## src/design/cksc_pkg.sv

```systemverilog
// ----------------------------------------------------------------------------
// cksc_pkg
// Shared types and constants for the case-insensitive keyword scanner:
// keyword text, keyword lengths, case-folding constants and cell control.
// ----------------------------------------------------------------------------
package cksc_pkg;

  localparam int HIST_DEPTH = 9;
  localparam int KW_COUNT   = 3;
  localparam int KW_MAXLEN  = 10;

  // Keyword text, first character at position 0, padded with zeros.
  localparam logic [7:0] KW_TEXT [KW_COUNT][KW_MAXLEN] = '{
    '{8'h6F, 8'h66, 8'h66, 8'h65, 8'h72, 8'h00, 8'h00, 8'h00, 8'h00, 8'h00},
    '{8'h69, 8'h6E, 8'h74, 8'h65, 8'h72, 8'h76, 8'h69, 8'h65, 8'h77, 8'h00},
    '{8'h61, 8'h73, 8'h73, 8'h69, 8'h67, 8'h6E, 8'h6D, 8'h65, 8'h6E, 8'h74}
  };
  localparam int KW_LEN [KW_COUNT] = '{5, 9, 10};

  // ASCII upper-case range and the distance to lower case.
  localparam logic [7:0] CHAR_UPPER_A = 8'h41;
  localparam logic [7:0] CHAR_UPPER_Z = 8'h5A;
  localparam logic [7:0] FOLD_OFFSET  = 8'h20;

  // Control that every history cell sees in the same cycle.
  typedef struct packed {
    logic shift;  // a byte is entering the history
    logic clear;  // the field or message is closing
  } cksc_ctl_t;

endpackage

```

## src/design/cksc_if.sv

```systemverilog
// ----------------------------------------------------------------------------
// cksc_if
// Valid/ready channels of the scanner: text words in, verdict words out.
// ----------------------------------------------------------------------------
interface cksc_text_if;
  logic       valid;
  logic       ready;
  logic [7:0] data_byte;
  logic       has_byte;
  logic       field_end;
  logic       message_end;

  modport source (output valid, output data_byte, output has_byte,
                  output field_end, output message_end, input ready);
  modport sink   (input valid, input data_byte, input has_byte,
                  input field_end, input message_end, output ready);
endinterface

interface cksc_verdict_if;
  logic valid;
  logic ready;
  logic high_value;

  modport source (output valid, output high_value, input ready);
  modport sink   (input valid, input high_value, output ready);
endinterface

```

## src/design/cksc_cell.sv

```systemverilog
// ----------------------------------------------------------------------------
// cksc_cell
// One stage of the folded-byte history. Holds a byte and its valid bit,
// passes them to the next older stage on a shift, and narrows the running
// keyword match with its own character compare.
// ----------------------------------------------------------------------------
module cksc_cell
  import cksc_pkg::*;
#(
  parameter int IDX = 0
) (
  input  logic                clk,
  input  logic                rst,
  input  cksc_ctl_t           ctl,
  input  logic [7:0]          din,
  input  logic                valid_in,
  input  logic [KW_COUNT-1:0] match_in,
  output logic [7:0]          dout,
  output logic                valid_out,
  output logic [KW_COUNT-1:0] match_out
);

  logic [7:0] hist_byte;
  logic       valid;

  always_ff @(posedge clk) begin
    if (rst) begin
      valid <= 1'b0;
    end else if (ctl.clear) begin
      valid <= 1'b0;
    end else if (ctl.shift) begin
      valid <= valid_in;
    end
  end

  always_ff @(posedge clk) begin
    if (ctl.shift) begin
      hist_byte <= din;
    end
  end

  assign dout      = hist_byte;
  assign valid_out = valid;

  // A keyword needs this stage only if it is longer than IDX + 1 characters.
  for (genvar k = 0; k < KW_COUNT; k++) begin : g_kw
    localparam int LEN = KW_LEN[k];
    if (IDX < LEN - 1) begin : g_used
      assign match_out[k] = match_in[k] & valid &
                            (hist_byte == KW_TEXT[k][LEN-2-IDX]);
    end else begin : g_pass
      assign match_out[k] = match_in[k];
    end
  end

endmodule

```

## src/design/case_insensitive_keyword_scan.sv

```systemverilog
// ----------------------------------------------------------------------------
// case_insensitive_keyword_scan
// Output: a verdict word is offered in the cycle after the message-end word is
//   accepted; behind a stalled output it waits in the skid register instead.
// Throughput: one text word per cycle; the folded byte is compared
//   combinationally against the nine-stage history chain; text stalls only
//   while the skid register holds a verdict.
// Reset (rst, synchronous): history, hit flag and output stages are emptied.
// ----------------------------------------------------------------------------
module case_insensitive_keyword_scan
  import cksc_pkg::*;
(
  input logic            clk,
  input logic            rst,
  cksc_text_if.sink      text,
  cksc_verdict_if.source verdict
);

  // Input handshake. The skid register absorbs one verdict while the output
  // register is stalled, so text can keep flowing until both are full.
  logic text_acc;
  logic skid_valid;
  assign text.ready = !skid_valid;
  assign text_acc   = text.valid && text.ready;

  // Case folding: only ASCII A-Z moves to lower case.
  logic [7:0] cur;
  always_comb begin
    if (text.data_byte >= CHAR_UPPER_A && text.data_byte <= CHAR_UPPER_Z) begin
      cur = text.data_byte + FOLD_OFFSET;
    end else begin
      cur = text.data_byte;
    end
  end

  // Control broadcast to the chain. Clearing wins over shifting, so a byte
  // on a closing word is matched but never kept.
  cksc_ctl_t ctl;
  assign ctl.shift = text_acc && text.has_byte;
  assign ctl.clear = text_acc && (text.field_end || text.message_end);

  // The incoming byte must equal the last character of each keyword; the
  // chain then checks the earlier characters, one per history stage.
  logic [KW_COUNT-1:0] chain [HIST_DEPTH+1];
  logic [7:0]          hist_byte [HIST_DEPTH];
  logic [HIST_DEPTH-1:0] hist_valid;

  for (genvar k = 0; k < KW_COUNT; k++) begin : g_head
    assign chain[0][k] = (cur == KW_TEXT[k][KW_LEN[k]-1]);
  end

  for (genvar i = 0; i < HIST_DEPTH; i++) begin : g_cell
    logic [7:0] din;
    logic       valid_in;
    if (i == 0) begin : g_first
      assign din      = cur;
      assign valid_in = 1'b1;
    end else begin : g_rest
      assign din      = hist_byte[i-1];
      assign valid_in = hist_valid[i-1];
    end

    cksc_cell #(.IDX(i)) u_cell (
      .clk       (clk),
      .rst       (rst),
      .ctl       (ctl),
      .din       (din),
      .valid_in  (valid_in),
      .match_in  (chain[i]),
      .dout      (hist_byte[i]),
      .valid_out (hist_valid[i]),
      .match_out (chain[i+1])
    );
  end

  // Sticky hit flag across the fields of one message.
  logic hit;
  logic found;
  logic found_next;
  logic emit;
  logic verdict_val;

  assign hit         = ctl.shift && (|chain[HIST_DEPTH]);
  assign emit        = text_acc && text.message_end;
  assign verdict_val = found || hit;

  always_comb begin
    if (emit) begin
      found_next = 1'b0;
    end else begin
      found_next = found || hit;
    end
  end

  always_ff @(posedge clk) begin
    if (rst) begin
      found <= 1'b0;
    end else begin
      found <= found_next;
    end
  end

  // Output register plus skid register, oldest verdict always in front.
  logic out_valid;
  logic out_valid_next;
  logic out_val;
  logic out_val_next;
  logic skid_valid_next;
  logic skid_val;
  logic skid_val_next;

  always_comb begin
    out_valid_next  = out_valid;
    out_val_next    = out_val;
    skid_valid_next = skid_valid;
    skid_val_next   = skid_val;
    if (!out_valid || verdict.ready) begin
      if (skid_valid) begin
        out_valid_next  = 1'b1;
        out_val_next    = skid_val;
        skid_valid_next = emit;
        skid_val_next   = verdict_val;
      end else begin
        out_valid_next  = emit;
        out_val_next    = verdict_val;
      end
    end else if (emit) begin
      skid_valid_next = 1'b1;
      skid_val_next   = verdict_val;
    end
  end

  always_ff @(posedge clk) begin
    if (rst) begin
      out_valid  <= 1'b0;
      skid_valid <= 1'b0;
    end else begin
      out_valid  <= out_valid_next;
      skid_valid <= skid_valid_next;
    end
  end

  always_ff @(posedge clk) begin
    out_val  <= out_val_next;
    skid_val <= skid_val_next;
  end

  assign verdict.valid      = out_valid;
  assign verdict.high_value = out_val;

`ifndef ASSERT_OFF
  // History stages fill from the newest end, so valid bits stay contiguous.
  a_hist_contig: assert property (@(posedge clk) disable iff (rst)
    (hist_valid & ~{hist_valid[HIST_DEPTH-2:0], 1'b1}) == '0)
    else $error("history valid bits are not contiguous");

  // A closed field leaves an empty history behind.
  a_field_clear: assert property (@(posedge clk) disable iff (rst)
    text_acc && text.field_end |=> hist_valid == '0)
    else $error("history not cleared after field end");

  // A message end resets the hit flag.
  a_found_clear: assert property (@(posedge clk) disable iff (rst)
    emit |=> !found)
    else $error("hit flag survived message end");

  // A verdict word is offered right after the message-end word.
  a_emit_shown: assert property (@(posedge clk) disable iff (rst)
    emit |=> out_valid)
    else $error("verdict not presented after message end");

  // The skid register only fills behind a held output register.
  a_skid_order: assert property (@(posedge clk) disable iff (rst)
    skid_valid |-> out_valid)
    else $error("skid register full with output register empty");
`endif

endmodule
```

## src/flat_wrapper.sv

```systemverilog
// flat-port wrapper written by rule: the top's interface ports become plain ports
module case_insensitive_keyword_scan_flat import cksc_pkg::*;
  (clk, rst, text_valid, text_data_byte, text_has_byte, text_field_end, text_message_end, text_ready, verdict_valid, verdict_high_value, verdict_ready);
  cksc_text_if text_i ();
  cksc_verdict_if verdict_i ();
  input logic clk;
  input logic rst;
  input wire logic [$bits(text_i.valid)-1:0] text_valid;
  input wire logic [$bits(text_i.data_byte)-1:0] text_data_byte;
  input wire logic [$bits(text_i.has_byte)-1:0] text_has_byte;
  input wire logic [$bits(text_i.field_end)-1:0] text_field_end;
  input wire logic [$bits(text_i.message_end)-1:0] text_message_end;
  output wire logic [$bits(text_i.ready)-1:0] text_ready;
  output wire logic [$bits(verdict_i.valid)-1:0] verdict_valid;
  output wire logic [$bits(verdict_i.high_value)-1:0] verdict_high_value;
  input wire logic [$bits(verdict_i.ready)-1:0] verdict_ready;
  assign text_i.valid = text_valid;
  assign text_i.data_byte = text_data_byte;
  assign text_i.has_byte = text_has_byte;
  assign text_i.field_end = text_field_end;
  assign text_i.message_end = text_message_end;
  assign text_ready = text_i.ready;
  assign verdict_valid = verdict_i.valid;
  assign verdict_high_value = verdict_i.high_value;
  assign verdict_i.ready = verdict_ready;
  case_insensitive_keyword_scan u_core (.clk(clk), .rst(rst), .text(text_i), .verdict(verdict_i));
endmodule
```

## config.mk

```make
export PLATFORM = sky130hd
export DESIGN_NAME = case_insensitive_keyword_scan_flat
export DESIGN_NICKNAME = d
export VERILOG_FILES = /design/src/design/cksc_pkg.sv /design/src/design/cksc_if.sv /design/src/design/cksc_cell.sv /design/src/design/case_insensitive_keyword_scan.sv /design/src/flat_wrapper.sv
export SDC_FILE = /design/constraint.sdc
export NUM_CORES = 1
export LEC_CHECK = 0
export ABC_CLOCK_PERIOD_IN_PS = 2900
export BUFFER_PORTS_ARGS = -buffer_cell sky130_fd_sc_hd__clkbuf_2
export CAP_MARGIN = 15
export CORE_ASPECT_RATIO = 1.25
export CORE_MARGIN = 4
export CORE_UTILIZATION = 53
export CTS_CLUSTER_SIZE = 20
export DETAILED_ROUTE_END_ITERATION = 10
export GPL_TIMING_DRIVEN = 0
export PLACE_DENSITY_LB_ADDON = 0.12
export SYNTH_ARGS = -nofsm -noshare
export SYNTH_HDL_FRONTEND = slang
export SYNTH_SLANG_ARGS = --single-unit
export TNS_END_PERCENT = 30
```

## constraint.sdc

```tcl
create_clock -name clk -period 2.9 [get_ports clk]
set_input_delay 0.435 -clock clk [delete_from_list [all_inputs] [get_ports clk]]
set_output_delay 0.435 -clock clk [all_outputs]
set_load 0.05 [all_outputs]
```

==> results of run 1 <==
-- power by group through the flow --
| stage | clock [mW] | combinational, mW | sequential, mW |
|---|---|---|---|
| after floorplan | 0 | 0.0466 | 1.44 |
| after global placement | 0 | 0.0775 | 1.44 |
| after detailed placement | 0 | 0.0840 | 1.44 |
| after CTS | 0.913 | 0.0845 | 1.42 |
| after global routing | 0.963 | 0.0923 | 1.42 |
| final | 0.896 | 0.0833 | 1.41 |
-- metrics by stage --
step | power, mW | util (%) | worst slack [ns]
3_3_place_gp | 1.52 | 57.7 | -0.570
3_5_place_dp | 1.53 | 58.0 | 0.386
2_1_floorplan | 1.48 | - | 0.0872
4_1_cts | 2.41 | 61.7 | 0.574
5_1_grt | 2.48 | 61.7 | 0.402
6_report | 2.39 | 61.7 | 0.594
-- kinds of logic after synthesis --
logic type / count (synthesis) / share of synthesized area, %
AO/OA/AOI/OAI: 15 / 3.49
adder cells (fa/ha/maj): 1 / 0.393
buffers and inverters: 4 / 0.471
flip-flops: 86 / 77.3
multiplexers: 7 / 2.20
AND/OR/NAND/NOR: 72 / 16.2
-- registers in the layout, indices dropped and copies added (netlist names) --
register and cells:
u_core.found 1, u_core.skid_valid 1, u_core.g_cell.u_cell.valid_out 9, u_core.g_cell.u_cell.dout 72, u_core.verdict.high_value 1, u_core.verdict.valid 1
u_core.skid_val 1
-- layout by cell type (no fill, tap or decap), types with 3 or more instances in the layout --
cell       n
nand3_1    3
nand4b_1   5
mux2i_1    7
nand2_1    9
nor4bb_1   8
edfxtp_1  74
nor2_1    14
clkbuf_2  17
dfxtp_1   12
nand4_1    5
clkbuf_8  10
nor3_1     4
and4b_1    4
a21oi_1    6
-- area by class of cell --
type                       count  area, um2
sequential                    86       2460
fill                         446       2230
multi-input combinational     95        709
clock buffer                  12        145
timing repair buffer          18        105
tap                           66       82.6
clock inverter                 4       70.1
inverter                       3       11.3
buffer                         1       3.75
-- final timing paths --
check                                                     start                               to  slack, ns  cells after the start
worst max-delay path                          u_core.skid_valid  u_core.g_cell[6].u_cell.dout[0]       0.59                      4
worst min register to register  u_core.g_cell[3].u_cell.dout[7]  u_core.g_cell[4].u_cell.dout[7]       0.44                      0
worst max register to register                u_core.skid_valid  u_core.g_cell[6].u_cell.dout[0]       0.59                      4
worst min-delay path                                        rst                     u_core.found       0.29                      2
-- metal layers --
layer | vias to the layer above | wire (um) | GRT usage, % | part of all wire, %
met3 | 11 | 184 | 5.15 | 3.3
met2 | 39 | 2880 | 27.1 | 52
met5 | - | 0 | 0 | 0
met1 | 836 | 2310 | 19.4 | 42
li1 | 799 | - | - | -
met4 | 0 | 189 | 10.4 | 3.4
==> results.json, run 1 <==
{
  "dieArea_mm2": 0.00733,
  "crit_fanout": 43,
  "vias": 1685,
  "crit_required_ns": 2.94,
  "slew_headroom_pct": 42.0,
  "post-place-cells": 269,
  "synth_area_mm2": 0.00319,
  "syn-num-nets": 201,
  "start_util_pct": 54.8,
  "die_height_um": 94.7,
  "grt_max_degree": 44,
  "synth_most_common_cell": "edfxtp_1",
  "switchingPower_mw": 0.468,
  "rsz0062_at_grt": "false",
  "pwr-share-seq_pct": 59.1,
  "final_cells": 285,
  "worstPathCellList": "nor2b_2 -> nand2_1 -> inv_2 -> buf_12",
  "min_period_ns": 2.31,
  "ant_nets": 0,
  "antenna_found_initial": 0,
  "path_clk_slew_ns": 0.08,
  "postPlaceCellArea_mm2": 0.00337,
  "max_freq_mhz": 434,
  "die_w_um": 77.4,
  "yosysTopAreaCellShare_pct": 69.7,
  "areaGrowthSynthToFinish_pct": 12.6,
  "cp_num_buf_inv": 2,
  "cellPowerDensity_mw_per_mm2": 667,
  "clock_latency_ns": 0.35,
  "grt_pass1_vias": 1735,
  "avgViaCountPerCell": 5.91,
  "ios": 18,
  "gpl.final_weighted_congestion": 0.801,
  "synth_ff_type": "edfxtp_1",
  "drv_slew": 0,
  "n_antenna_cell": 0,
  "synth_edf_count": 74,
  "final_area_mm2": 0.00359,
  "root_buffer": "clkbuf_8",
  "drive_gt1_share_pct": 19.6,
  "status": "finished, final reports clean",
  "syn_avg_cell_area_um2": 17.2,
  "seq_area_frac_synth_pct": 77.3,
  "async_flop_share_pct": 0,
  "crit_path_end_kind": "flop",
  "clock_path_buffers": 2,
  "cts_buffers": 9,
  "h-tree-depth": 3,
  "ir_worst_vdd_uv": 378,
  "critPathMaxStageDelay_ns": 0.75,
  "cp.arrival_ns": 2.35,
  "leakage_nw": 1.22,
  "grt_remaining_overflow": 0,
  "drv_cap": 0,
  "path_class": "flop to flop",
  "netSwitchingFraction_pct": 19.5,
  "post_cts_resized": 0,
  "yosysTopAreaCell": "edfxtp_1",
  "ys_top_cells_by_count": "74 x edfxtp_1, 14 x nor2_1, 12 x dfxtp_1, 9 x nand2_1, 8 x nor4bb_1",
  "netlist_instances": 185,
  "setup_violations": 0,
  "drt_iter0_drc": 93,
  "finalCritPeriodShare_pct": 79.5,
  "dpl.hpwl_mm": 3.95,
  "row_count": 31,
  "routed_wl_mm": 5.57,
  "grt_pass1_wl_mm": 8.77,
  "cts_tree": "done",
  "cts_hold_buffers": 0,
  "setup_tns_ns": 0,
  "grt_util_all_layers_pct": 16.7,
  "ys_ff_latch": 86,
  "num-nets-final": 230,
  "cp_top_family": "buffers and inverters",
  "pwr-share-clk_pct": 37.4,
  "drc": 0,
  "combPwrFrac_pct": 3.5,
  "postCtsSetupBuffers": 0,
  "yosys_warnings": 0,
  "critPathLaunchType": "flop",
  "holdCritPathClass": "input pin to flop",
  "hold_ws_ns": 0.294,
  "finClkSkew_ns": 0.0115,
  "clock_sinks": 86,
  "p_int_mw": 1.93,
  "yosysUniqueCellTypes": 38,
  "tightest_slew_ns": 0.869,
  "wl_per_cell_um": 19.5,
  "core_mm2": 0.00582,
  "port_buffers": 17,
  "synth.top_cells.by_area": "edfxtp_1 70%, dfxtp_1 7.5%, nor4bb_1 2.5%",
  "hold_viol": 0,
  "dr.pass1.iters": 4,
  "slowest_stage": "inv_2"
}
No activity file was read; power rests on OpenSTA's default activity.
==> inputs of run 2 (changes only) <==
--- a/config.mk
+++ b/config.mk
@@ -5,7 +5,7 @@
 export SDC_FILE = /design/constraint.sdc
 export NUM_CORES = 1
 export LEC_CHECK = 0
-export ABC_CLOCK_PERIOD_IN_PS = 2900
+export ABC_CLOCK_PERIOD_IN_PS = 2000
 export BUFFER_PORTS_ARGS = -buffer_cell sky130_fd_sc_hd__clkbuf_2
 export CAP_MARGIN = 15
 export CORE_ASPECT_RATIO = 1.25
==> constraint.sdc (replaced) <==
create_clock -name clk -period 2 [get_ports clk]
set_input_delay 0.3 -clock clk [delete_from_list [all_inputs] [get_ports clk]]
set_output_delay 0.3 -clock clk [all_outputs]
set_load 0.05 [all_outputs]
==> results.json, run 2 (synthesis results as in run 1) <==
{
  "status": "finished, final reports clean",
  "final_cell_mix": "74 x edfxtp_1, 17 x clkbuf_2, 14 x nor2_1",
  "crit_required_ns": 2.19,
  "areaGrowthSynthToFinish_pct": 12.6,
  "worstPathCellList": "nand4b_1 -> or4b_4 -> nor4_4 -> o2111ai_2 -> a31oi_1",
  "final_area_mm2": 0.00359,
  "cts_tree": "done",
  "row_count": 31,
  "core_mm2": 0.00582,
  "antenna_found_initial": 0,
  "cellPowerDensity_mw_per_mm2": 918,
  "cp_top_family": "simple AND/OR/NAND/NOR gates",
  "clock_sinks": 86,
  "largest_reg_flops": 72,
  "leakage_nw": 1.21,
  "avgViaCountPerCell": 5.83,
  "post-place-cells": 269,
  "dieArea_mm2": 0.00733,
  "slowest_stage": "or4b_4",
  "wl_per_cell_um": 18.6,
  "max_freq_mhz": 507,
  "grt_pass1_vias": 1708,
  "root_buffer": "clkbuf_8",
  "start_util_pct": 54.8,
  "setup_violations": 0,
  "ant_nets": 0,
  "holdCritPathClass": "input pin to flop",
  "cp_num_buf_inv": 0,
  "grt_pass1_wl_mm": 8.51,
  "grt_remaining_overflow": 0,
  "hold_ws_ns": 0.158,
  "finish.utilization_pct": 61.7,
  "ios": 18,
  "port_buffers": 17,
  "tightest_slew_ns": 0.435,
  "cts_buffers": 9,
  "h-tree-depth": 3,
  "slew_headroom_pct": 70.9,
  "grt_util_all_layers_pct": 15.9,
  "path_class": "flop to flop",
  "crit_fanout": 3,
  "gpl.final_weighted_congestion": 0.813,
  "critPathMaxStageDelay_ns": 0.51,
  "critPathLaunchType": "flop",
  "crit_path_end_kind": "flop",
  "die_height_um": 94.7,
  "hold_viol": 0,
  "routed_wl_mm": 5.31,
  "drive_gt1_share_pct": 20.9,
  "drv_cap": 0,
  "layout_commonest_cell": "edfxtp_1",
  "clock_latency_ns": 0.34,
  "dr.pass1.iters": 4,
  "finalCritPeriodShare_pct": 98.6,
  "drv_slew": 0,
  "n_antenna_cell": 0,
  "cp.arrival_ns": 2.16,
  "rsz0062_at_grt": "true",
  "ir_worst_vdd_uv": 520,
  "vias": 1668,
  "dpl.hpwl_mm": 3.83,
  "finClkSkew_ns": 0.00845,
  "path_clk_slew_ns": 0.08,
  "clock_path_buffers": 2,
  "postPlaceCellArea_mm2": 0.00339,
  "die_w_um": 77.4,
  "drc": 0,
  "grt_max_degree": 38,
  "min_period_ns": 1.97,
  "num-nets-final": 231,
  "drt_iter0_drc": 103,
  "final_cells": 286
}
-- run 2: changes by cell type in the layout (fill, tap and decap cells not counted), sizes merged --
cell	before	now
clkinvlp	0	3
clkbuf	29	28
bufinv	2	1
clkinv	2	3
inv	3	2
-- run 2: path summary, 6_finish.rpt --
path | start | endpoint | slack [ns] | cells past startpoint
min | rst | u_core.found | 0.16 | 2
max | u_core.g_cell[1].u_cell.dout[4] | u_core.verdict.high_value | 0.03 | 5
max reg2reg | u_core.g_cell[1].u_cell.dout[4] | u_core.verdict.high_value | 0.03 | 5
min reg2reg | u_core.g_cell[3].u_cell.dout[7] | u_core.g_cell[4].u_cell.dout[7] | 0.45 | 0
-- run 2: cell type report --
class | instances | area (um2)
clock inverters | 5 | 51.3
clock buffers | 11 | 131
multi-input cells | 95 | 728
fillers | 440 | 2230
repair inverters | 1 | 7.51
flip-flops and latches | 86 | 2460
repair buffers | 18 | 105
well taps | 66 | 82.6
inverters | 3 | 15.0
plain buffers | 1 | 3.75
-- run 2: per-layer routing --
layer	GRT usage, %	share of wire, %
met2	27.7	54
met4	7.57	0.87
met1	18.7	40
met5	0	0
met3	3.72	4.5
-- run 2: repair_timing --
item | in CTS | in global routing
hold buffers | 0 | 0
pin swaps | 0 | 2
gates resized for setup | 1 | 1
setup endpoints to repair | 38 | 3
hold endpoints to repair | 0 | 0
setup buffers | 0 | 0
gates cloned | 1 | 0
-- run 2: per-stage QoR --
step / power, mW / setup slack, ns / TNS (ns)
global route: 3.42 / -0.0684 / -0.0851
global placement: 2.20 / -0.496 / -36.22
finish: 3.29 / 0.0276 / 0
floorplan: 2.15 / -0.0292 / -2.10
CTS: 3.33 / 0.0441 / 0
detailed placement: 2.22 / -0.113 / -4.14
-- run 2: where the power goes --
group	switching [mW]	internal (mW)
Sequential	0.0349	2.01
Clock	0.550	0.570
Combinational	0.0801	0.0452
Total	0.665	2.63
==> inputs of run 3 (changes only) <==
--- a/config.mk
+++ b/config.mk
@@ -5,16 +5,17 @@
 export SDC_FILE = /design/constraint.sdc
 export NUM_CORES = 1
 export LEC_CHECK = 0
-export ABC_CLOCK_PERIOD_IN_PS = 2000
+export ABC_CLOCK_PERIOD_IN_PS = 1900
 export BUFFER_PORTS_ARGS = -buffer_cell sky130_fd_sc_hd__clkbuf_2
 export CAP_MARGIN = 15
 export CORE_ASPECT_RATIO = 1.25
 export CORE_MARGIN = 4
-export CORE_UTILIZATION = 53
+export CORE_UTILIZATION = 59
 export CTS_CLUSTER_SIZE = 20
 export DETAILED_ROUTE_END_ITERATION = 10
 export GPL_TIMING_DRIVEN = 0
 export PLACE_DENSITY_LB_ADDON = 0.12
+export SLEW_MARGIN = 20
 export SYNTH_ARGS = -nofsm -noshare
 export SYNTH_HDL_FRONTEND = slang
 export SYNTH_SLANG_ARGS = --single-unit
==> constraint.sdc (replaced) <==
create_clock -name clk -period 1.9 [get_ports clk]
set_input_delay 0.285 -clock clk [delete_from_list [all_inputs] [get_ports clk]]
set_output_delay 0.285 -clock clk [all_outputs]
set_load 0.05 [all_outputs]
==> results.json, run 3 (synthesis results as in run 1) <==
{
  "status": "finished with violations",
  "violations": "setup timing",
  "largest_reg_flops": 72,
  "finClkSkew_ns": 0.00841,
  "slew_headroom_pct": 74.7,
  "p_int_mw": 2.80,
  "setup_tns_ns": -0.0272,
  "start_util_pct": 61.9,
  "cp.arrival_ns": 2.12,
  "combPwrFrac_pct": 3.9,
  "root_buffer": "clkbuf_8",
  "port_buffers": 17,
  "rsz0062_at_grt": "true",
  "clock_path_buffers": 2,
  "path_clk_slew_ns": 0.08,
  "grt_pass1_vias": 1824,
  "clock_latency_ns": 0.35,
  "cts_tree": "done",
  "critPathLaunchType": "flop",
  "grt_util_all_layers_pct": 18.9,
  "ir_worst_vdd_uv": 705,
  "total_power_mw": 3.51,
  "grt_remaining_overflow": 0,
  "num-nets-final": 231,
  "crit_fanout": 3,
  "grt_max_degree": 37,
  "areaGrowthSynthToFinish_pct": 13.5,
  "cts_buffers": 9,
  "leakage_nw": 1.23,
  "finalCritPeriodShare_pct": 101,
  "drt_iter0_drc": 145,
  "vias": 1714,
  "die_w_um": 73.7,
  "pwr-share-clk_pct": 34.6,
  "holdCritPathClass": "input pin to flop",
  "n_fill_cell": 338,
  "cellPowerDensity_mw_per_mm2": 970,
  "clock_sinks": 86,
  "grt_pass1_wl_mm": 9.16,
  "drv_slew": 0,
  "gpl.final_weighted_congestion": 0.775,
  "dr.pass1.iters": 4,
  "layout_commonest_cell": "edfxtp_1",
  "drv_cap": 0,
  "r2r_slack_ns": -0.02,
  "max_freq_mhz": 520,
  "min_period_ns": 1.92,
  "avgViaCountPerCell": 6.08,
  "cts_hold_buffers": 0,
  "routed_wl_mm": 5.66,
  "hold_viol": 0,
  "switchingPower_mw": 0.710,
  "tightest_slew_ns": 0.375,
  "die_height_um": 90.2,
  "antenna_found_initial": 0,
  "n_antenna_cell": 0,
  "crit_path_end_kind": "flop",
  "rr_worst_depth": 5,
  "hold_ws_ns": 0.140,
  "path_class": "flop to flop",
  "cp-endpoint": "u_core.verdict.high_value",
  "pwr-share-seq_pct": 61.5,
  "finish.utilization_pct": 70.2,
  "drive_gt1_share_pct": 21.8,
  "dp_slack_ns": -0.114,
  "h-tree-depth": 3,
  "wl_per_cell_um": 20.1,
  "dieArea_mm2": 0.00665,
  "timing.rr.start": "u_core.g_cell[1].u_cell.dout[4]",
  "ios": 18,
  "final_cell_mix": "74 x edfxtp_1, 17 x clkbuf_2, 14 x nor2_1",
  "setup_violations": 2,
  "setup_slack_ns": -0.0225,
  "crit_start": "u_core.g_cell[1].u_cell.dout[4]",
  "ant_nets": 0,
  "r2r_end": "u_core.verdict.high_value",
  "crit_required_ns": 2.10,
  "drc": 0,
  "dpl.hpwl_mm": 4.06,
  "netSwitchingFraction_pct": 20.2,
  "row_count": 29,
  "core_mm2": 0.00515
}
[run 3: changes by cell type in the layout (fill, tap and decap cells not counted), sizes merged]
cell and change:
clkinvlp -2, buf +1, bufinv -1, clkbuf +2
[run 3: power groups by stage]
stage	Clock (mW)	Combinational (mW)	Sequential, mW
after floorplan	0	0.0740	2.19
after global placement	0	0.120	2.20
after detailed placement	0	0.137	2.20
after CTS	1.24	0.138	2.16
after global routing	1.33	0.149	2.17
final	1.21	0.138	2.16
[run 3: per-stage QoR]
stage          std cells  area, um2
2_1_floorplan        185       3210
3_3_place_gp         264       3370
3_5_place_dp         266       3410
4_1_cts              282       3610
5_1_grt              282       3620
6_report             282       3620
[run 3: worst min path at each step]
stage                                    startpoint  slack (ns)  cells past startpoint                         endpoint
floorplan                                       rst        0.35                      1                     u_core.found
global placement    u_core.g_cell[3].u_cell.dout[5]        0.42                      0  u_core.g_cell[4].u_cell.dout[5]
detailed placement  u_core.g_cell[6].u_cell.dout[7]        0.43                      0  u_core.g_cell[7].u_cell.dout[7]
CTS                                             rst        0.13                      2                     u_core.found
global route                                    rst        0.14                      2                     u_core.found
finish                                          rst        0.14                      2                     u_core.found
[run 3: cell type report]
class | count | area [um2] | area share [%]
Multi-Input combinational cell | 95 | 734 | 20.3
Clock buffer | 13 | 181 | 5.01
Buffer | 1 | 3.75 | 0.104
Timing Repair Buffer | 19 | 125 | 3.46
Tap cell | 62 | 77.6 | 2.14
Sequential cell | 86 | 2470 | 68.2
Inverter | 3 | 15.0 | 0.415
Clock inverter | 3 | 15.0 | 0.415
[run 3: repair_timing]
action,CTS,global route
endpoints found under the hold margin,0,0
resized for setup,1,1
pin swaps,1,0
setup buffers,0,0
cloned,0,0
setup endpoints to repair,3,2
[run 3: layer usage]
| metal | vias up | wire length [um] | track usage, % |
|---|---|---|---|
| met4 | 0 | 224 | 11.0 |
| met5 | - | 0 | 0 |
| met1 | 844 | 2140 | 22.0 |
| met3 | 18 | 217 | 4.58 |
| met2 | 47 | 3070 | 31.0 |
| li1 | 805 | - | - |
[run 3: worst max-delay path, cell delays in order, from the launching register on]
cell,delay (ns)
edfxtp_1,0.39
nand4b_1,0.20
or4b_4,0.51
nor4_4,0.28
o2111ai_2,0.19
a31oi_1,0.21
